## src/sv/igr_pkg.sv

```systemverilog
// Package for the irregular-to-grid resampler.
// Holds shared constants, register codes and the structs passed between modules.
`timescale 1ns / 1ps
package igr_pkg;

    localparam int GRID_MAX_DEF  = 4096;
    localparam int MAX_RUN_DEF   = 64;
    localparam int FRAC_BITS_DEF = 16;
    localparam int APB_AW        = 4;
    localparam int IDX_OUT_W     = 12;
    localparam int DEN_W         = 33;
    localparam int MUL_W         = 34;

    typedef enum logic [1:0] {
        REG_GRID_START = 2'd0,
        REG_GRID_STEP  = 2'd1,
        REG_GRID_COUNT = 2'd2
    } t_reg;

    typedef enum logic {
        KIND_CLEAR,
        KIND_SAMPLE
    } t_kind;

    typedef struct packed {
        t_kind              kind;
        logic signed [31:0] pos;
        logic signed [31:0] val;
        logic               last;
    } t_item;

    typedef struct packed {
        logic signed [31:0] start;
        logic        [30:0] step;
        logic        [12:0] count;
    } t_cfg;

    typedef struct packed {
        logic done;
        logic rem_nz;
    } t_div_rsp;

endpackage

```

## src/sv/igr_if.sv

```systemverilog
// Stream interfaces for sample input and grid result output.
// Depends on nothing.
`timescale 1ns / 1ps
interface igr_in_if;
    logic               valid;
    logic               ready;
    logic signed [31:0] sample_position;
    logic signed [31:0] sample_value;
    logic               sample_valid;
    logic               last_of_series;

    modport source(output valid, sample_position, sample_value, sample_valid, last_of_series,
                   input ready);
    modport sink(input valid, sample_position, sample_value, sample_valid, last_of_series,
                 output ready);
endinterface

interface igr_out_if;
    logic               valid;
    logic               ready;
    logic        [11:0] grid_index;
    logic signed [31:0] grid_value;
    logic               run_last;
    logic               run_cut;

    modport source(output valid, grid_index, grid_value, run_last, run_cut, input ready);
    modport sink(input valid, grid_index, grid_value, run_last, run_cut, output ready);
endinterface

```

## src/sv/igr_front.sv

```systemverilog
// Front end: accepts samples, drops ones with no effect, queues the rest.
// Depends on igr_pkg and igr_in_if.
`timescale 1ns / 1ps
module igr_front import igr_pkg::*; (
    input  logic  i_clk,
    input  logic  i_rst_n,
    igr_in_if.sink s_in,
    input  logic  i_pop,
    output logic  o_avail,
    output t_item o_item
);

    t_item      r_q [2];
    logic       r_wp;
    logic       r_rp;
    logic [1:0] r_cnt;
    logic       push;
    t_item      n_item;

    assign s_in.ready = (r_cnt != 2'd2);
    assign push       = s_in.valid && s_in.ready && (s_in.sample_valid || s_in.last_of_series);
    assign o_avail    = (r_cnt != 2'd0);
    assign o_item     = r_q[r_rp];

    always_comb begin
        n_item.kind = s_in.sample_valid ? KIND_SAMPLE : KIND_CLEAR;
        n_item.pos  = s_in.sample_position;
        n_item.val  = s_in.sample_value;
        n_item.last = s_in.last_of_series;
    end

    always_ff @(posedge i_clk) begin
        if (!i_rst_n) begin
            r_wp  <= 1'b0;
            r_rp  <= 1'b0;
            r_cnt <= 2'd0;
        end else begin
            if (push) begin
                r_wp <= ~r_wp;
            end
            if (i_pop) begin
                r_rp <= ~r_rp;
            end
            r_cnt <= r_cnt + 2'(push) - 2'(i_pop);
        end
    end

    always_ff @(posedge i_clk) begin
        if (push) begin
            r_q[r_wp] <= n_item;
        end
    end

endmodule

```

## src/sv/igr_div.sv

```systemverilog
// Restoring unsigned divider, one quotient bit per cycle.
// Depends on igr_pkg.
`timescale 1ns / 1ps
module igr_div import igr_pkg::*; #(
    parameter int NUM_W = 49
) (
    input  logic             i_clk,
    input  logic             i_rst_n,
    input  logic             i_start,
    input  logic [NUM_W-1:0] i_num,
    input  logic [DEN_W-1:0] i_den,
    output logic [NUM_W-1:0] o_quot,
    output t_div_rsp         o_rsp
);

    localparam int CNT_W = $clog2(NUM_W + 1);

    logic             r_busy;
    logic             r_done;
    logic [CNT_W-1:0] r_cnt;
    logic [NUM_W-1:0] r_num;
    logic [DEN_W-1:0] r_rem;
    logic [DEN_W-1:0] r_den;
    logic [DEN_W:0]   sh;
    logic [DEN_W:0]   sub;
    logic             ge;

    assign sh  = {r_rem, r_num[NUM_W-1]};
    assign sub = sh - {1'b0, r_den};
    assign ge  = (sh >= {1'b0, r_den});

    assign o_quot       = r_num;
    assign o_rsp.done   = r_done;
    assign o_rsp.rem_nz = |r_rem;

    always_ff @(posedge i_clk) begin
        if (!i_rst_n) begin
            r_busy <= 1'b0;
            r_done <= 1'b0;
            r_cnt  <= '0;
        end else begin
            r_done <= 1'b0;
            if (i_start) begin
                r_busy <= 1'b1;
                r_cnt  <= '0;
                r_num  <= i_num;
                r_rem  <= '0;
                r_den  <= i_den;
            end else if (r_busy) begin
                r_rem <= ge ? sub[DEN_W-1:0] : sh[DEN_W-1:0];
                r_num <= {r_num[NUM_W-2:0], ge};
                r_cnt <= r_cnt + CNT_W'(1);
                if (r_cnt == CNT_W'(NUM_W - 1)) begin
                    r_busy <= 1'b0;
                    r_done <= 1'b1;
                end
            end
        end
    end

endmodule

```

## src/sv/igr_back.sv

```systemverilog
// Back end: segment sequencer with slope and index division, shift-add
// multiply, per-point accumulation and the result register. Uses igr_pkg, igr_out_if.
`timescale 1ns / 1ps
module igr_back import igr_pkg::*; #(
    parameter int GRID_MAX  = GRID_MAX_DEF,
    parameter int MAX_RUN   = MAX_RUN_DEF,
    parameter int FRAC_BITS = FRAC_BITS_DEF
) (
    input  logic                   i_clk,
    input  logic                   i_rst_n,
    input  t_cfg                   i_cfg,
    input  logic                   i_avail,
    input  t_item                  i_item,
    output logic                   o_pop,
    output logic                   o_div_start,
    output logic [32+FRAC_BITS:0]  o_div_num,
    output logic [DEN_W-1:0]       o_div_den,
    input  logic [32+FRAC_BITS:0]  i_div_quot,
    input  t_div_rsp               i_div_rsp,
    igr_out_if.source              m_out
);

    localparam int NUM_W   = 33 + FRAC_BITS;
    localparam int SLOPE_W = NUM_W + 1;
    localparam int ACC_W   = FRAC_BITS + 75;
    localparam int IDX_W   = $clog2(GRID_MAX + 1);
    localparam int CW      = (IDX_W > 13) ? IDX_W : 13;
    localparam int X_W     = IDX_W + 40;
    localparam int KW      = IDX_W + 8;
    localparam int N_W     = $clog2(MAX_RUN + 1);
    localparam int MC_W    = $clog2(MUL_W + 1);

    typedef enum logic [2:0] {
        S_IDLE, S_DSLOPE, S_DK, S_XK, S_CHECK, S_MINC, S_MDX, S_EMIT
    } t_state;

    localparam logic signed [ACC_W-1:0] P_MAX = {{(ACC_W-63){1'b0}}, {63{1'b1}}};
    localparam logic signed [ACC_W-1:0] N_MAX = -P_MAX;
    localparam logic signed [ACC_W-1:0] V_MAX = ACC_W'(64'sh7FFFFFFF);
    localparam logic signed [ACC_W-1:0] V_MIN = -V_MAX - ACC_W'(1);

    t_state                    r_state;
    logic                      r_have;
    logic signed [31:0]        r_ppos;
    logic signed [31:0]        r_pval;
    logic        [IDX_W-1:0]   r_ngp;
    logic signed [31:0]        r_pos;
    logic signed [31:0]        r_val;
    logic                      r_last;
    logic                      r_dneg;
    logic signed [SLOPE_W-1:0] r_slope;
    logic        [IDX_W-1:0]   r_k;
    logic signed [X_W-1:0]     r_x;
    logic signed [ACC_W-1:0]   r_acc;
    logic signed [ACC_W-1:0]   r_inc;
    logic signed [ACC_W-1:0]   r_mcand;
    logic        [MUL_W-1:0]   r_mplier;
    logic        [MUL_W-1:0]   r_dxmag;
    logic                      r_dxneg;
    logic        [MC_W-1:0]    r_mcnt;
    logic        [N_W-1:0]     r_n;
    logic                      r_cut;
    logic                      r_dstart;
    logic        [NUM_W-1:0]   r_dnum;
    logic        [DEN_W-1:0]   r_dden;
    logic                      r_ov;
    logic        [11:0]        r_oidx;
    logic signed [31:0]        r_oval;
    logic                      r_olast;
    logic                      r_ocut;

    logic        [30:0]        step_e;
    logic        [CW-1:0]      cnt_w;
    logic        [IDX_W-1:0]   count;
    logic signed [31:0]        gstart;
    logic signed [32:0]        dv;
    logic        [32:0]        dvmag;
    logic signed [32:0]        dp;
    logic signed [32:0]        off;
    logic signed [SLOPE_W-1:0] slope_n;
    logic        [NUM_W-1:0]   kmax;
    logic        [IDX_W+30:0]  kx;
    logic signed [X_W-1:0]     pos_x;
    logic signed [X_W-1:0]     dx0;
    logic        [37:0]        run_step;
    logic                      q0;
    logic                      cut_n;
    logic signed [ACC_W-1:0]   acc_nx;
    logic                      lst;
    logic                      ovf;
    logic signed [ACC_W-1:0]   vsum;
    logic signed [31:0]        vout;
    logic                      out_free;
    logic                      start_seg;
    logic                      start_idx;

    assign gstart = i_cfg.start;
    assign step_e = (i_cfg.step == 31'd0) ? 31'd1 : i_cfg.step;
    assign cnt_w  = (CW'(i_cfg.count) < CW'(GRID_MAX)) ? CW'(i_cfg.count) : CW'(GRID_MAX);
    assign count  = IDX_W'(cnt_w);

    assign o_pop       = (r_state == S_IDLE) && i_avail;
    assign o_div_start = r_dstart;
    assign o_div_num   = r_dnum;
    assign o_div_den   = r_dden;

    assign m_out.valid      = r_ov;
    assign m_out.grid_index = r_oidx;
    assign m_out.grid_value = r_oval;
    assign m_out.run_last   = r_olast;
    assign m_out.run_cut    = r_ocut;

    always_comb begin
        dv       = 33'(i_item.val) - 33'(r_pval);
        dvmag    = dv[32] ? 33'(-dv) : 33'(dv);
        dp       = 33'(i_item.pos) - 33'(r_ppos);
        off      = 33'(r_ppos) - 33'(gstart);
        slope_n  = r_dneg ? -(SLOPE_W'(i_div_quot) + SLOPE_W'(i_div_rsp.rem_nz))
                          : SLOPE_W'(i_div_quot);
        kmax     = (i_div_quot > NUM_W'(r_ngp)) ? i_div_quot : NUM_W'(r_ngp);
        kx       = (IDX_W+31)'(r_k) * (IDX_W+31)'(step_e);
        pos_x    = X_W'(r_pos);
        dx0      = r_x - X_W'(r_ppos);
        run_step = 38'(step_e) * 38'(MAX_RUN);
        q0       = (r_k < count) && (r_x <= pos_x);
        cut_n    = ((KW'(r_k) + KW'(MAX_RUN)) < KW'(count))
                   && ((r_x + $signed(X_W'(run_step))) <= pos_x);
        acc_nx   = r_mplier[0] ? r_acc + r_mcand : r_acc;
        lst      = (r_n == N_W'(MAX_RUN - 1)) || ((KW'(r_k) + KW'(1)) >= KW'(count))
                   || ((r_x + $signed(X_W'(step_e))) > pos_x);
        ovf      = (r_acc > P_MAX) || (r_acc < N_MAX);
        vsum     = (r_acc >>> FRAC_BITS) + ACC_W'(r_pval);
        if (ovf) begin
            vout = r_acc[ACC_W-1] ? 32'sh80000000 : 32'sh7FFFFFFF;
        end else if (vsum > V_MAX) begin
            vout = 32'sh7FFFFFFF;
        end else if (vsum < V_MIN) begin
            vout = 32'sh80000000;
        end else begin
            vout = vsum[31:0];
        end
        out_free  = !r_ov || m_out.ready;
        start_seg = (r_state == S_IDLE) && i_avail && (i_item.kind == KIND_SAMPLE)
                    && r_have && (i_item.pos > r_ppos);
        start_idx = (r_state == S_DSLOPE) && i_div_rsp.done && !off[32]
                    && (off != 33'sd0);
    end

    always_ff @(posedge i_clk) begin
        if (!i_rst_n) begin
            r_dstart <= 1'b0;
        end else begin
            r_dstart <= start_seg || start_idx;
        end
    end

    always_ff @(posedge i_clk) begin
        if (!i_rst_n) begin
            r_state  <= S_IDLE;
            r_have   <= 1'b0;
            r_ppos   <= '0;
            r_pval   <= '0;
            r_ngp    <= '0;
            r_ov     <= 1'b0;
        end else begin
            if (r_ov && m_out.ready && (r_state != S_EMIT)) begin
                r_ov <= 1'b0;
            end
            unique case (r_state)
                S_IDLE: begin
                    if (i_avail) begin
                        r_pos  <= i_item.pos;
                        r_val  <= i_item.val;
                        r_last <= i_item.last;
                        if (i_item.kind == KIND_CLEAR) begin
                            r_have <= 1'b0;
                            r_ppos <= '0;
                            r_pval <= '0;
                            r_ngp  <= '0;
                        end else if (r_have && (i_item.pos > r_ppos)) begin
                            r_dneg   <= dv[32];
                            r_dnum   <= NUM_W'(dvmag) << FRAC_BITS;
                            r_dden   <= DEN_W'(dp);
                            r_state  <= S_DSLOPE;
                        end else if (i_item.last) begin
                            r_have <= 1'b0;
                            r_ppos <= '0;
                            r_pval <= '0;
                            r_ngp  <= '0;
                        end else begin
                            r_have <= 1'b1;
                            r_ppos <= i_item.pos;
                            r_pval <= i_item.val;
                        end
                    end
                end
                S_DSLOPE: begin
                    if (i_div_rsp.done) begin
                        r_slope <= slope_n;
                        if (!off[32] && (off != 33'sd0)) begin
                            r_dnum   <= NUM_W'(off[31:0]);
                            r_dden   <= DEN_W'(step_e);
                            r_state  <= S_DK;
                        end else begin
                            r_k     <= r_ngp;
                            r_state <= S_XK;
                        end
                    end
                end
                S_DK: begin
                    if (i_div_rsp.done) begin
                        r_k     <= (kmax < NUM_W'(count)) ? kmax[IDX_W-1:0] : count;
                        r_state <= S_XK;
                    end
                end
                S_XK: begin
                    r_x     <= X_W'(gstart) + $signed(X_W'(kx));
                    r_state <= S_CHECK;
                end
                S_CHECK: begin
                    if (!q0) begin
                        if (r_last) begin
                            r_have <= 1'b0;
                            r_ppos <= '0;
                            r_pval <= '0;
                            r_ngp  <= '0;
                        end else begin
                            r_have <= 1'b1;
                            r_ppos <= r_pos;
                            r_pval <= r_val;
                            r_ngp  <= r_k;
                        end
                        r_state <= S_IDLE;
                    end else begin
                        r_cut    <= cut_n;
                        r_dxneg  <= dx0[X_W-1];
                        r_dxmag  <= dx0[X_W-1] ? MUL_W'(-dx0) : MUL_W'(dx0);
                        r_mcand  <= ACC_W'(r_slope);
                        r_mplier <= MUL_W'(step_e);
                        r_acc    <= '0;
                        r_mcnt   <= '0;
                        r_state  <= S_MINC;
                    end
                end
                S_MINC: begin
                    if (r_mcnt == MC_W'(MUL_W - 1)) begin
                        r_inc    <= acc_nx;
                        r_acc    <= '0;
                        r_mcand  <= ACC_W'(r_slope);
                        r_mplier <= r_dxmag;
                        r_mcnt   <= '0;
                        r_state  <= S_MDX;
                    end else begin
                        r_mcand  <= r_mcand <<< 1;
                        r_mplier <= r_mplier >> 1;
                        r_acc    <= acc_nx;
                        r_mcnt   <= r_mcnt + MC_W'(1);
                    end
                end
                S_MDX: begin
                    if (r_mcnt == MC_W'(MUL_W - 1)) begin
                        r_acc   <= r_dxneg ? -acc_nx : acc_nx;
                        r_n     <= '0;
                        r_state <= S_EMIT;
                    end else begin
                        r_mcand  <= r_mcand <<< 1;
                        r_mplier <= r_mplier >> 1;
                        r_acc    <= acc_nx;
                        r_mcnt   <= r_mcnt + MC_W'(1);
                    end
                end
                S_EMIT: begin
                    if (out_free) begin
                        r_ov    <= 1'b1;
                        r_oidx  <= IDX_OUT_W'(r_k);
                        r_oval  <= vout;
                        r_olast <= lst;
                        r_ocut  <= r_cut;
                        r_acc   <= r_acc + r_inc;
                        r_x     <= r_x + $signed(X_W'(step_e));
                        r_k     <= r_k + IDX_W'(1);
                        r_n     <= r_n + N_W'(1);
                        if (lst) begin
                            if (r_last) begin
                                r_have <= 1'b0;
                                r_ppos <= '0;
                                r_pval <= '0;
                                r_ngp  <= '0;
                            end else begin
                                r_have <= 1'b1;
                                r_ppos <= r_pos;
                                r_pval <= r_val;
                                r_ngp  <= r_k + IDX_W'(1);
                            end
                            r_state <= S_IDLE;
                        end
                    end
                end
                default: begin
                    r_state <= S_IDLE;
                end
            endcase
        end
    end

endmodule

```

## src/sv/irregular_to_grid_linear_resampler_top.sv

```systemverilog
// Top level: APB register block, front queue, shared divider and back-end sequencer.
// A segment runs the slope division, then the start-index division when the stored sample
// lies past grid_start, then the shift-add products, then emits one grid point per cycle
// while the output is free. A segment with no grid point still pays the divisions.
// Synchronous reset, active low; clears series state, queue and registers.
`timescale 1ns / 1ps
module irregular_to_grid_linear_resampler_top import igr_pkg::*; #(
    parameter int GRID_MAX  = GRID_MAX_DEF,
    parameter int MAX_RUN   = MAX_RUN_DEF,
    parameter int FRAC_BITS = FRAC_BITS_DEF
) (
    input  logic              i_clk,
    input  logic              i_rst_n,
    igr_in_if.sink            i_sample,
    igr_out_if.source         o_grid,
    input  logic              i_psel,
    input  logic              i_penable,
    input  logic              i_pwrite,
    input  logic [APB_AW-1:0] i_paddr,
    input  logic [31:0]       i_pwdata,
    output logic [31:0]       o_prdata,
    output logic              o_pready
);

    localparam int NUM_W = 33 + FRAC_BITS;

    logic signed [31:0] r_grid_start;
    logic        [30:0] r_grid_step;
    logic        [12:0] r_grid_count;
    t_cfg               cfg;
    t_reg               reg_idx;
    logic               wr;
    logic               q_avail;
    logic               q_pop;
    t_item              q_item;
    logic               div_start;
    logic [NUM_W-1:0]   div_num;
    logic [DEN_W-1:0]   div_den;
    logic [NUM_W-1:0]   div_quot;
    t_div_rsp           div_rsp;

    assign o_pready = 1'b1;
    assign reg_idx  = t_reg'(i_paddr[3:2]);
    assign wr       = i_psel && i_penable && i_pwrite;

    assign cfg.start = r_grid_start;
    assign cfg.step  = r_grid_step;
    assign cfg.count = r_grid_count;

    always_comb begin
        unique case (reg_idx)
            REG_GRID_START: o_prdata = r_grid_start;
            REG_GRID_STEP:  o_prdata = {1'b0, r_grid_step};
            REG_GRID_COUNT: o_prdata = {19'd0, r_grid_count};
            default:        o_prdata = 32'd0;
        endcase
    end

    always_ff @(posedge i_clk) begin
        if (!i_rst_n) begin
            r_grid_start <= '0;
            r_grid_step  <= 31'd65536;
            r_grid_count <= 13'd4096;
        end else if (wr) begin
            unique case (reg_idx)
                REG_GRID_START: r_grid_start <= i_pwdata;
                REG_GRID_STEP:  r_grid_step  <= i_pwdata[30:0];
                REG_GRID_COUNT: r_grid_count <= i_pwdata[12:0];
                default: ;
            endcase
        end
    end

    igr_front u_front (
        .i_clk   (i_clk),
        .i_rst_n (i_rst_n),
        .s_in    (i_sample),
        .i_pop   (q_pop),
        .o_avail (q_avail),
        .o_item  (q_item)
    );

    igr_div #(
        .NUM_W (NUM_W)
    ) u_div (
        .i_clk   (i_clk),
        .i_rst_n (i_rst_n),
        .i_start (div_start),
        .i_num   (div_num),
        .i_den   (div_den),
        .o_quot  (div_quot),
        .o_rsp   (div_rsp)
    );

    igr_back #(
        .GRID_MAX  (GRID_MAX),
        .MAX_RUN   (MAX_RUN),
        .FRAC_BITS (FRAC_BITS)
    ) u_back (
        .i_clk       (i_clk),
        .i_rst_n     (i_rst_n),
        .i_cfg       (cfg),
        .i_avail     (q_avail),
        .i_item      (q_item),
        .o_pop       (q_pop),
        .o_div_start (div_start),
        .o_div_num   (div_num),
        .o_div_den   (div_den),
        .i_div_quot  (div_quot),
        .i_div_rsp   (div_rsp),
        .m_out       (o_grid)
    );

    a_pop_avail: assert property (@(posedge i_clk) disable iff (!i_rst_n)
        q_pop |-> q_avail)
        else $error("queue popped while empty");

    a_div_no_early_done: assert property (@(posedge i_clk) disable iff (!i_rst_n)
        div_start |=> !div_rsp.done)
        else $error("divider finished right after start");

    a_reset_clears_out: assert property (@(posedge i_clk)
        !i_rst_n |=> !o_grid.valid)
        else $error("result valid after reset");

endmodule

```

## src/flat_wrapper.sv

```systemverilog
// flat-port wrapper written by rule: the top's interface ports become plain ports
module irregular_to_grid_linear_resampler_top_flat import igr_pkg::*;
#(
    parameter int GRID_MAX  = GRID_MAX_DEF,
    parameter int MAX_RUN   = MAX_RUN_DEF,
    parameter int FRAC_BITS = FRAC_BITS_DEF
)
  (i_clk, i_rst_n, i_psel, i_penable, i_pwrite, i_paddr, i_pwdata, o_prdata, o_pready, i_sample_valid, i_sample_sample_position, i_sample_sample_value, i_sample_sample_valid, i_sample_last_of_series, i_sample_ready, o_grid_valid, o_grid_grid_index, o_grid_grid_value, o_grid_run_last, o_grid_run_cut, o_grid_ready);
  igr_in_if i_sample_i ();
  igr_out_if o_grid_i ();
  input  logic i_clk;
  input  logic i_rst_n;
  input  logic i_psel;
  input  logic i_penable;
  input  logic i_pwrite;
  input  logic [APB_AW-1:0] i_paddr;
  input  logic [31:0] i_pwdata;
  output logic [31:0] o_prdata;
  output logic o_pready;
  input wire logic [$bits(i_sample_i.valid)-1:0] i_sample_valid;
  input wire logic [$bits(i_sample_i.sample_position)-1:0] i_sample_sample_position;
  input wire logic [$bits(i_sample_i.sample_value)-1:0] i_sample_sample_value;
  input wire logic [$bits(i_sample_i.sample_valid)-1:0] i_sample_sample_valid;
  input wire logic [$bits(i_sample_i.last_of_series)-1:0] i_sample_last_of_series;
  output wire logic [$bits(i_sample_i.ready)-1:0] i_sample_ready;
  output wire logic [$bits(o_grid_i.valid)-1:0] o_grid_valid;
  output wire logic [$bits(o_grid_i.grid_index)-1:0] o_grid_grid_index;
  output wire logic [$bits(o_grid_i.grid_value)-1:0] o_grid_grid_value;
  output wire logic [$bits(o_grid_i.run_last)-1:0] o_grid_run_last;
  output wire logic [$bits(o_grid_i.run_cut)-1:0] o_grid_run_cut;
  input wire logic [$bits(o_grid_i.ready)-1:0] o_grid_ready;
  assign i_sample_i.valid = i_sample_valid;
  assign i_sample_i.sample_position = i_sample_sample_position;
  assign i_sample_i.sample_value = i_sample_sample_value;
  assign i_sample_i.sample_valid = i_sample_sample_valid;
  assign i_sample_i.last_of_series = i_sample_last_of_series;
  assign i_sample_ready = i_sample_i.ready;
  assign o_grid_valid = o_grid_i.valid;
  assign o_grid_grid_index = o_grid_i.grid_index;
  assign o_grid_grid_value = o_grid_i.grid_value;
  assign o_grid_run_last = o_grid_i.run_last;
  assign o_grid_run_cut = o_grid_i.run_cut;
  assign o_grid_i.ready = o_grid_ready;
  irregular_to_grid_linear_resampler_top #(.GRID_MAX(GRID_MAX), .MAX_RUN(MAX_RUN), .FRAC_BITS(FRAC_BITS)) u_core (.i_clk(i_clk), .i_rst_n(i_rst_n), .i_sample(i_sample_i), .o_grid(o_grid_i), .i_psel(i_psel), .i_penable(i_penable), .i_pwrite(i_pwrite), .i_paddr(i_paddr), .i_pwdata(i_pwdata), .o_prdata(o_prdata), .o_pready(o_pready));
endmodule
```

## config.mk

```make
export PLATFORM = sky130hd
export DESIGN_NAME = irregular_to_grid_linear_resampler_top_flat
export DESIGN_NICKNAME = d
export VERILOG_FILES = /design/src/sv/igr_pkg.sv /design/src/sv/igr_if.sv /design/src/sv/igr_front.sv /design/src/sv/igr_div.sv /design/src/sv/igr_back.sv /design/src/sv/irregular_to_grid_linear_resampler_top.sv /design/src/flat_wrapper.sv
export SDC_FILE = /design/constraint.sdc
export NUM_CORES = 2
export LEC_CHECK = 0
export ABC_CLOCK_PERIOD_IN_PS = 20100
export BUFFER_PORTS_ARGS = -buffer_cell sky130_fd_sc_hd__buf_2
export CAP_MARGIN = 20
export CORE_AREA = 3 3 445 447
export DETAILED_ROUTE_END_ITERATION = 7
export DIE_AREA = 0 0 448 450
export HOLD_SLACK_MARGIN = 0.1
export PLACE_DENSITY = 0.77
export SLEW_MARGIN = 20
export SYNTH_ARGS = -nofsm -noshare
export SYNTH_HDL_FRONTEND = slang
export SYNTH_HIERARCHICAL = 1
export SYNTH_SLANG_ARGS = --single-unit
```

## constraint.sdc

```tcl
create_clock -name i_clk -period 20.1 [get_ports i_clk]
set_input_delay 3.015 -clock i_clk [delete_from_list [all_inputs] [get_ports i_clk]]
set_output_delay 3.015 -clock i_clk [all_outputs]
set_load 0.05 [all_outputs]
```

Word level (Yosys, flattened, before mapping)
Memories as Yosys holds them, arrays and structs flattened. A register that Yosys moved wholly into a read port is not among the register bits.
Cells that the tools add are included.
{ "totals": {"ramBits": 132, "wordCells": 296, "output_inout_bits": 81, "memories": 1, "ff_bits": 952} }
{ "mem_list": {"columns": ["memory", "words", "width", "read_ports", "rd_clocked_by_memory_dff", "wr", "line", "text"], "rows": [
  ["u_core.u_front.r_q", 2, 66, 1, 1, 1, "igr_front.sv:13", "t_item r_q [2];"]
]} }
{ "classes": {"addsub": 24, "n_reduce_logical": 61, "eq_ne": 30, "n_bitwise": 4, "n_mux": 118, "magnitude_cmp": 15, "multipliers": 1} }
{ "op_table": {"columns": ["op", "count"], "rows": [
  ["2-to-1 mux 91 bit", 9],
  ["2-to-1 mux 32 bit", 20],
  ["2-to-1 mux 49 bit", 9],
  ["case mux 91 bit (4 select lines)", 1],
  ["case mux 32 bit (3 select lines)", 3],
  ["case mux 91 bit (3 select lines)", 1],
  ["2-to-1 mux 33 bit", 8],
  ["2-to-1 mux 13 bit", 15],
  ["adder 91 bit", 2],
  ["2-to-1 mux 34 bit", 4],
  ["less-or-equal comparator 53 x 32 -> 1 bit", 2],
  ["case mux 53 bit (2 select lines)", 1],
  ["case mux 34 bit (3 select lines)", 1],
  ["subtractor 32 x 32 -> 33 bit", 3],
  ["case mux 49 bit (2 select lines)", 1],
  ["> comparator 91 x 64 -> 1 bit, second input constant", 1],
  ["< comparator 91 x 64 -> 1 bit, second input constant", 1],
  ["negation 91 bit", 1],
  ["case mux 13 bit (3 select lines)", 2],
  ["adder 75 x 32 -> 76 bit", 1],
  ["> comparator 76 x 32 -> 1 bit, second input constant", 1],
  ["< comparator 76 x 32 -> 1 bit, second input constant", 1],
  ["case mux 33 bit (2 select lines)", 1],
  ["adder 53 x 32 -> 53 bit", 1],
  ["66 further kinds", 163]
]} }

Longest topological paths before layout
{ "depth": {"ltp_word": 8, "mapped_depth": 43} }

Hierarchy
The synthesis kept the hierarchy.
{ "modules_own_cells": {"columns": ["mod", "area_per_inst_um2", "seq_area_each_um2", "instances", "cells_per_inst"], "rows": [
  ["igr_back", 85069.1, 21660.8, 1, 10009],
  ["igr_div", 7013.0, 3613.5, 1, 615],
  ["igr_front", 5172.5, 4063.9, 1, 231],
  ["irregular_to_grid_linear_resampler_top", 3482.1, 1521.5, 1, 376]
]} }

Least setup slack after synthesis
No wires, ideal clock.
{ "synth_timing": {"kind": "register to register", "from": "register u_core.u_back.r_pos[31]", "to": "register u_core.u_back.r_mcand[0] (enable)", "n_path_buf": 0, "period_less_slack_ns": 14.324, "t_arrival_ns": 13.510, "path_slack_ns": 5.776, "path_stages_with_launch": 17, "cell_sequence": "edfxtp_1 inv_1 ha_1 a21o_1 a21o_1 a21o_1 a21o_1 a21o_1 a21oi_1 o221ai_1 mux2i_1 a311o_1 nor2_1 nor2_1 nor2_1 nand2_1 a211oi_1"} }
{ "synth_via": {"elab_chain_len": 4} }
{ "synth_lines": {"columns": ["item", "line", "text"], "rows": [
  ["start: declaration", "igr_back.sv:47", "logic signed [31:0] r_pos;"],
  ["start signal: assignment", "igr_back.sv:172", "r_pos <= i_item.pos;"],
  ["less-or-equal comparator 53 x 32 -> 1 bit", "igr_back.sv:125", "q0 = (r_k < count) && (r_x <= pos_x);"],
  ["logical AND 1 bit", "igr_back.sv:125", null],
  ["!= test 2 bit (no source line)", null, null],
  ["AND reduction 4 bit (no source line)", null, null],
  ["end signal: assignment", "igr_back.sv:238", "r_mcand <= ACC_W'(r_slope);"],
  ["end signal: assignment", "igr_back.sv:249", "r_mcand <= ACC_W'(r_slope);"],
  ["end signal: assignment", "igr_back.sv:254", "r_mcand <= r_mcand <<< 1;"],
  ["end: declaration", "igr_back.sv:56", "logic signed [ACC_W-1:0] r_mcand;"]
]} }
No other way between the ends.
A chain may end at the register's enable or synchronous reset.

Worst setup path after layout
{ "layout_timing": {"from": "register u_core.r_grid_step[22]", "to": "register u_core.u_back.r_ngp[8]"} }
{ "layout_via": {"elab_chain_len": 7} }
{ "layout_lines": {"columns": ["item", "line", "text"], "rows": [
  ["start: declaration", "irregular_to_grid_linear_resampler_top.sv:28", "logic [30:0] r_grid_step;"],
  ["start signal: assignment", "irregular_to_grid_linear_resampler_top.sv:67", "REG_GRID_STEP: r_grid_step <= i_pwdata[30:0];"],
  ["zero test 31 bit", "igr_back.sv:98", "assign step_e = (i_cfg.step == 31'd0) ? 31'd1 : i_cfg.step;"],
  ["2-to-1 mux 31 bit *", "igr_back.sv:98", null],
  ["adder 53 x 32 -> 53 bit *", "igr_back.sv:130", "|| ((r_x + $signed(X_W'(step_e))) > pos_x);"],
  ["> comparator 53 x 32 -> 1 bit *", "igr_back.sv:130", null],
  ["logical OR 1 bit *", "igr_back.sv:130", null],
  ["net u_core.u_back.lst", "igr_back.sv:89", "logic lst;"],
  ["!= test 2 bit (no source line) *", null, null],
  ["AND reduction 7 bit (no source line) *", null, null],
  ["end signal: assignment", "igr_back.sv:231", "r_ngp <= r_k;"],
  ["end signal: assignment", "igr_back.sv:293", "r_ngp <= r_k + IDX_W'(1);"],
  ["end: declaration", "igr_back.sv:46", "logic [IDX_W-1:0] r_ngp;"]
]} }
The timed path passes the listed nets; every way through them passes the cells marked *.

==> results.sh <==
export IMPL_cts_buffers=132
export IMPL_worst_path_largest_cell_delay_ps=730
export IMPL_crit_slowest_cell="buf_4"
export IMPL_cp_required_ps=20770
export IMPL_cts_resized=0
export IMPL_layout_common_cells="1171 x nand2_1, 947 x ha_1, 913 x edfxtp_1"
export IMPL_synth_edf_count=913
export IMPL_via_per_inst=6.36
export IMPL_grt_setup_unrepaired="no"
export IMPL_yosys_warnings=6
export IMPL_detail_route_antenna_nets=0
export IMPL_setup_slack_ps=8670
export IMPL_drcViolationCount=3
export IMPL_peakVddDrop_mv=0.105
export IMPL_seq_area_um2=30900
export IMPL_ys_seq_area_share_pct=30.6
export IMPL_grt_max_degree=150
export IMPL_core_area_um2=195000
export IMPL_tightest_slew_ps=1120
export IMPL_maxSlewViolCount=0
export IMPL_drive_gt1_share_pct=7.50
export IMPL_tns_ps=0
export IMPL_leakagePower_uw=0.0445
export IMPL_status="finished with violations"
export IMPL_synth_ff_type="edfxtp_1"
export IMPL_root_buffer="clkbuf_16"
export IMPL_finalCritPeriodShare_pct=56.9
export IMPL_fillers=17200
export IMPL_cts_hold_buf=0
export IMPL_wirelength_um=338000
export IMPL_cts_clk_slew_worst_paths_ps=60
export IMPL_syn_num_nets=12600
export IMPL_worstSetupStartpointType="flop"
export IMPL_avgRoutedWirePerCell_um=24.5
export IMPL_die_y_um=450
export IMPL_place_gp_congestion=1.01
export IMPL_netlist_area_um2=101000
export IMPL_port_buffers=186
export IMPL_area_growth_pct=7.59
export IMPL_clockBufferDepth=3
export IMPL_place_ws_ps=9230
export IMPL_relSlewSlack_pct=23.3
export IMPL_num_io_pins=190
export IMPL_max_cap_viol_count=0
export IMPL_grt_usage_pct=32.6
export IMPL_synth_ff_latch_count=1085
export IMPL_place_hpwl_um=263000
export IMPL_setup_viol=0
export IMPL_fmax_mhz=87.5
export IMPL_worstSetupPathType="reg2reg"
export IMPL_cts_tree="built"
export IMPL_h_tree_depth=4
export IMPL_synth_cells=11200
export IMPL_antenna_found_initial=9
export IMPL_die_x_um=448
export IMPL_avgSynthCellArea_um2=8.97
export IMPL_initial_core_util_pct=51.8
export IMPL_crit_fanout=67
export IMPL_p_per_area_nw_per_um2=94.7
export IMPL_clk_insertion_delay_late_ps=800
export IMPL_grt_pass1_wl_um=510000
export IMPL_period_minus_slack_ps=11430
export IMPL_critPathArrivalTime_ps=12100
export IMPL_vias=88000
export IMPL_min_path_type="reg2reg"
export IMPL_cts_setup_buffers=0
export IMPL_fp_row_count=162
export IMPL_synthArstFlopShare_pct=0
export IMPL_cts_sinks=1085
export IMPL_holdWs_ps=399
export IMPL_drt_iter0_drc=8818
export IMPL_fin_skew_ps=42.1
export IMPL_endpoint_kind="flop"
export IMPL_grt_pass1_vias=86100
export IMPL_grt_overflow_total=0
export IMPL_violations="DRC"
export IMPL_dr_pass1_iters=8
export IMPL_mostFrequentLayoutCell="nand2_1"
export IMPL_multi_input_area_um2=64700
export IMPL_synth_cell_type_count=128
export IMPL_final_nets=12600
export IMPL_finalHoldViolCount=0
export IMPL_die_area_um2=202000
routing by layer:
metal  routed length (um)  vias to the layer above  track usage (%)
met5                    0                        -                0
met4                26300                        0             21.7
met3                25400                      960             5.01
met2               155000                     3920             52.7
met1               132000                    42500             40.4
li1                     -                    40600                -
state kept, by name (all words and copies together), names as in the netlist, 33 cells and up, named ones only:
name / cells
u_core/u_back/r_mcand: 91
u_core/u_back/o_div_den: 33
u_core/u_back/r_slope: 50
u_core/u_back/r_acc: 91
u_core/u_div/o_quot: 49
u_core/u_back/r_dxmag: 34
u_core/u_front/r_q: 132
u_core/u_back/r_x: 53
u_core/u_back/r_inc: 91
u_core/u_div/r_den: 33
u_core/u_div/r_rem: 33
u_core/u_back/r_mplier: 34
u_core/u_back/o_div_num: 49
synthesized netlist by cell type (187+ instances only):
master | n | area (um^2)
edfxtp_1 | 913 | 27400
nand4_1 | 203 | 1270
nor3_1 | 187 | 936
xnor2_1 | 447 | 3920
a21oi_1 | 837 | 4190
nand3_1 | 198 | 991
clkbuf_1 | 417 | 1570
a21o_1 | 367 | 2760
fa_1 | 330 | 6610
ha_1 | 947 | 11800
o21ai_0 | 602 | 3010
xor2_1 | 249 | 2180
and2_1 | 237 | 1480
inv_1 | 882 | 3310
nor2_1 | 811 | 3040
nand2_1 | 1177 | 4420
cell type report:
class                   instances  area share, %
repair buffers                308           1.72
clock buffers                 172           3.38
flip-flops and latches       1085           28.5
diodes                          6         0.0139
inverters                     884           3.06
multi-input cells            8765           59.7
well taps                    2542           2.93
clock inverters                67          0.710
worst paths after layout:
check                                            startpoint  slack, ps  depth (start not counted)                     end
worst min-delay path            u_core/u_back/o_div_den[10]        400                          0  u_core/u_div/r_den[10]
worst max register to register       u_core/r_grid_step[22]       8670                         36  u_core/u_back/r_ngp[8]
worst max-delay path                 u_core/r_grid_step[22]       8670                         36  u_core/u_back/r_ngp[8]
worst min register to register  u_core/u_back/o_div_den[10]        400                          0  u_core/u_div/r_den[10]
kinds of logic after synthesis:
kind of cell               synth area share (%)
AOI/OAI and AO/OA                          19.7
xor gates and xnor gates                   6.05
adders and majority gates                  18.3
buffers and inverters                      5.35
DFF                                        30.6
muxes                                      3.29
other                                   0.00372
and+or+nand+nor                            16.7
through the flow:
stage,cell area (um^2),util [%],std cells,power [uW]
5_1_grt,108000,55.7,13800,10800
2_1_floorplan,101000,-,11200,6350
6_report,108000,55.7,13800,10300
3_3_place_gp,104000,53.4,13600,7630
3_5_place_dp,104000,53.4,13600,7730
4_1_cts,108000,55.7,13800,10200
critical path: cells and delay by family, from the launching register on:
kind / cells / cell delay (ps)
DFF: 1 / 290
buffers and inverters: 4 / 1330
AOI/OAI and AO/OA: 15 / 5140
and+or+nand+nor: 13 / 3340
xor gates and xnor gates: 1 / 160
adders and majority gates: 3 / 940
power by group:
part	switching, uW	internal [uW]	total, uW
logic	3130	1850	4980
clock network	1030	1410	2440
registers	129	2720	2850
(Power assumes the default switching activity.)
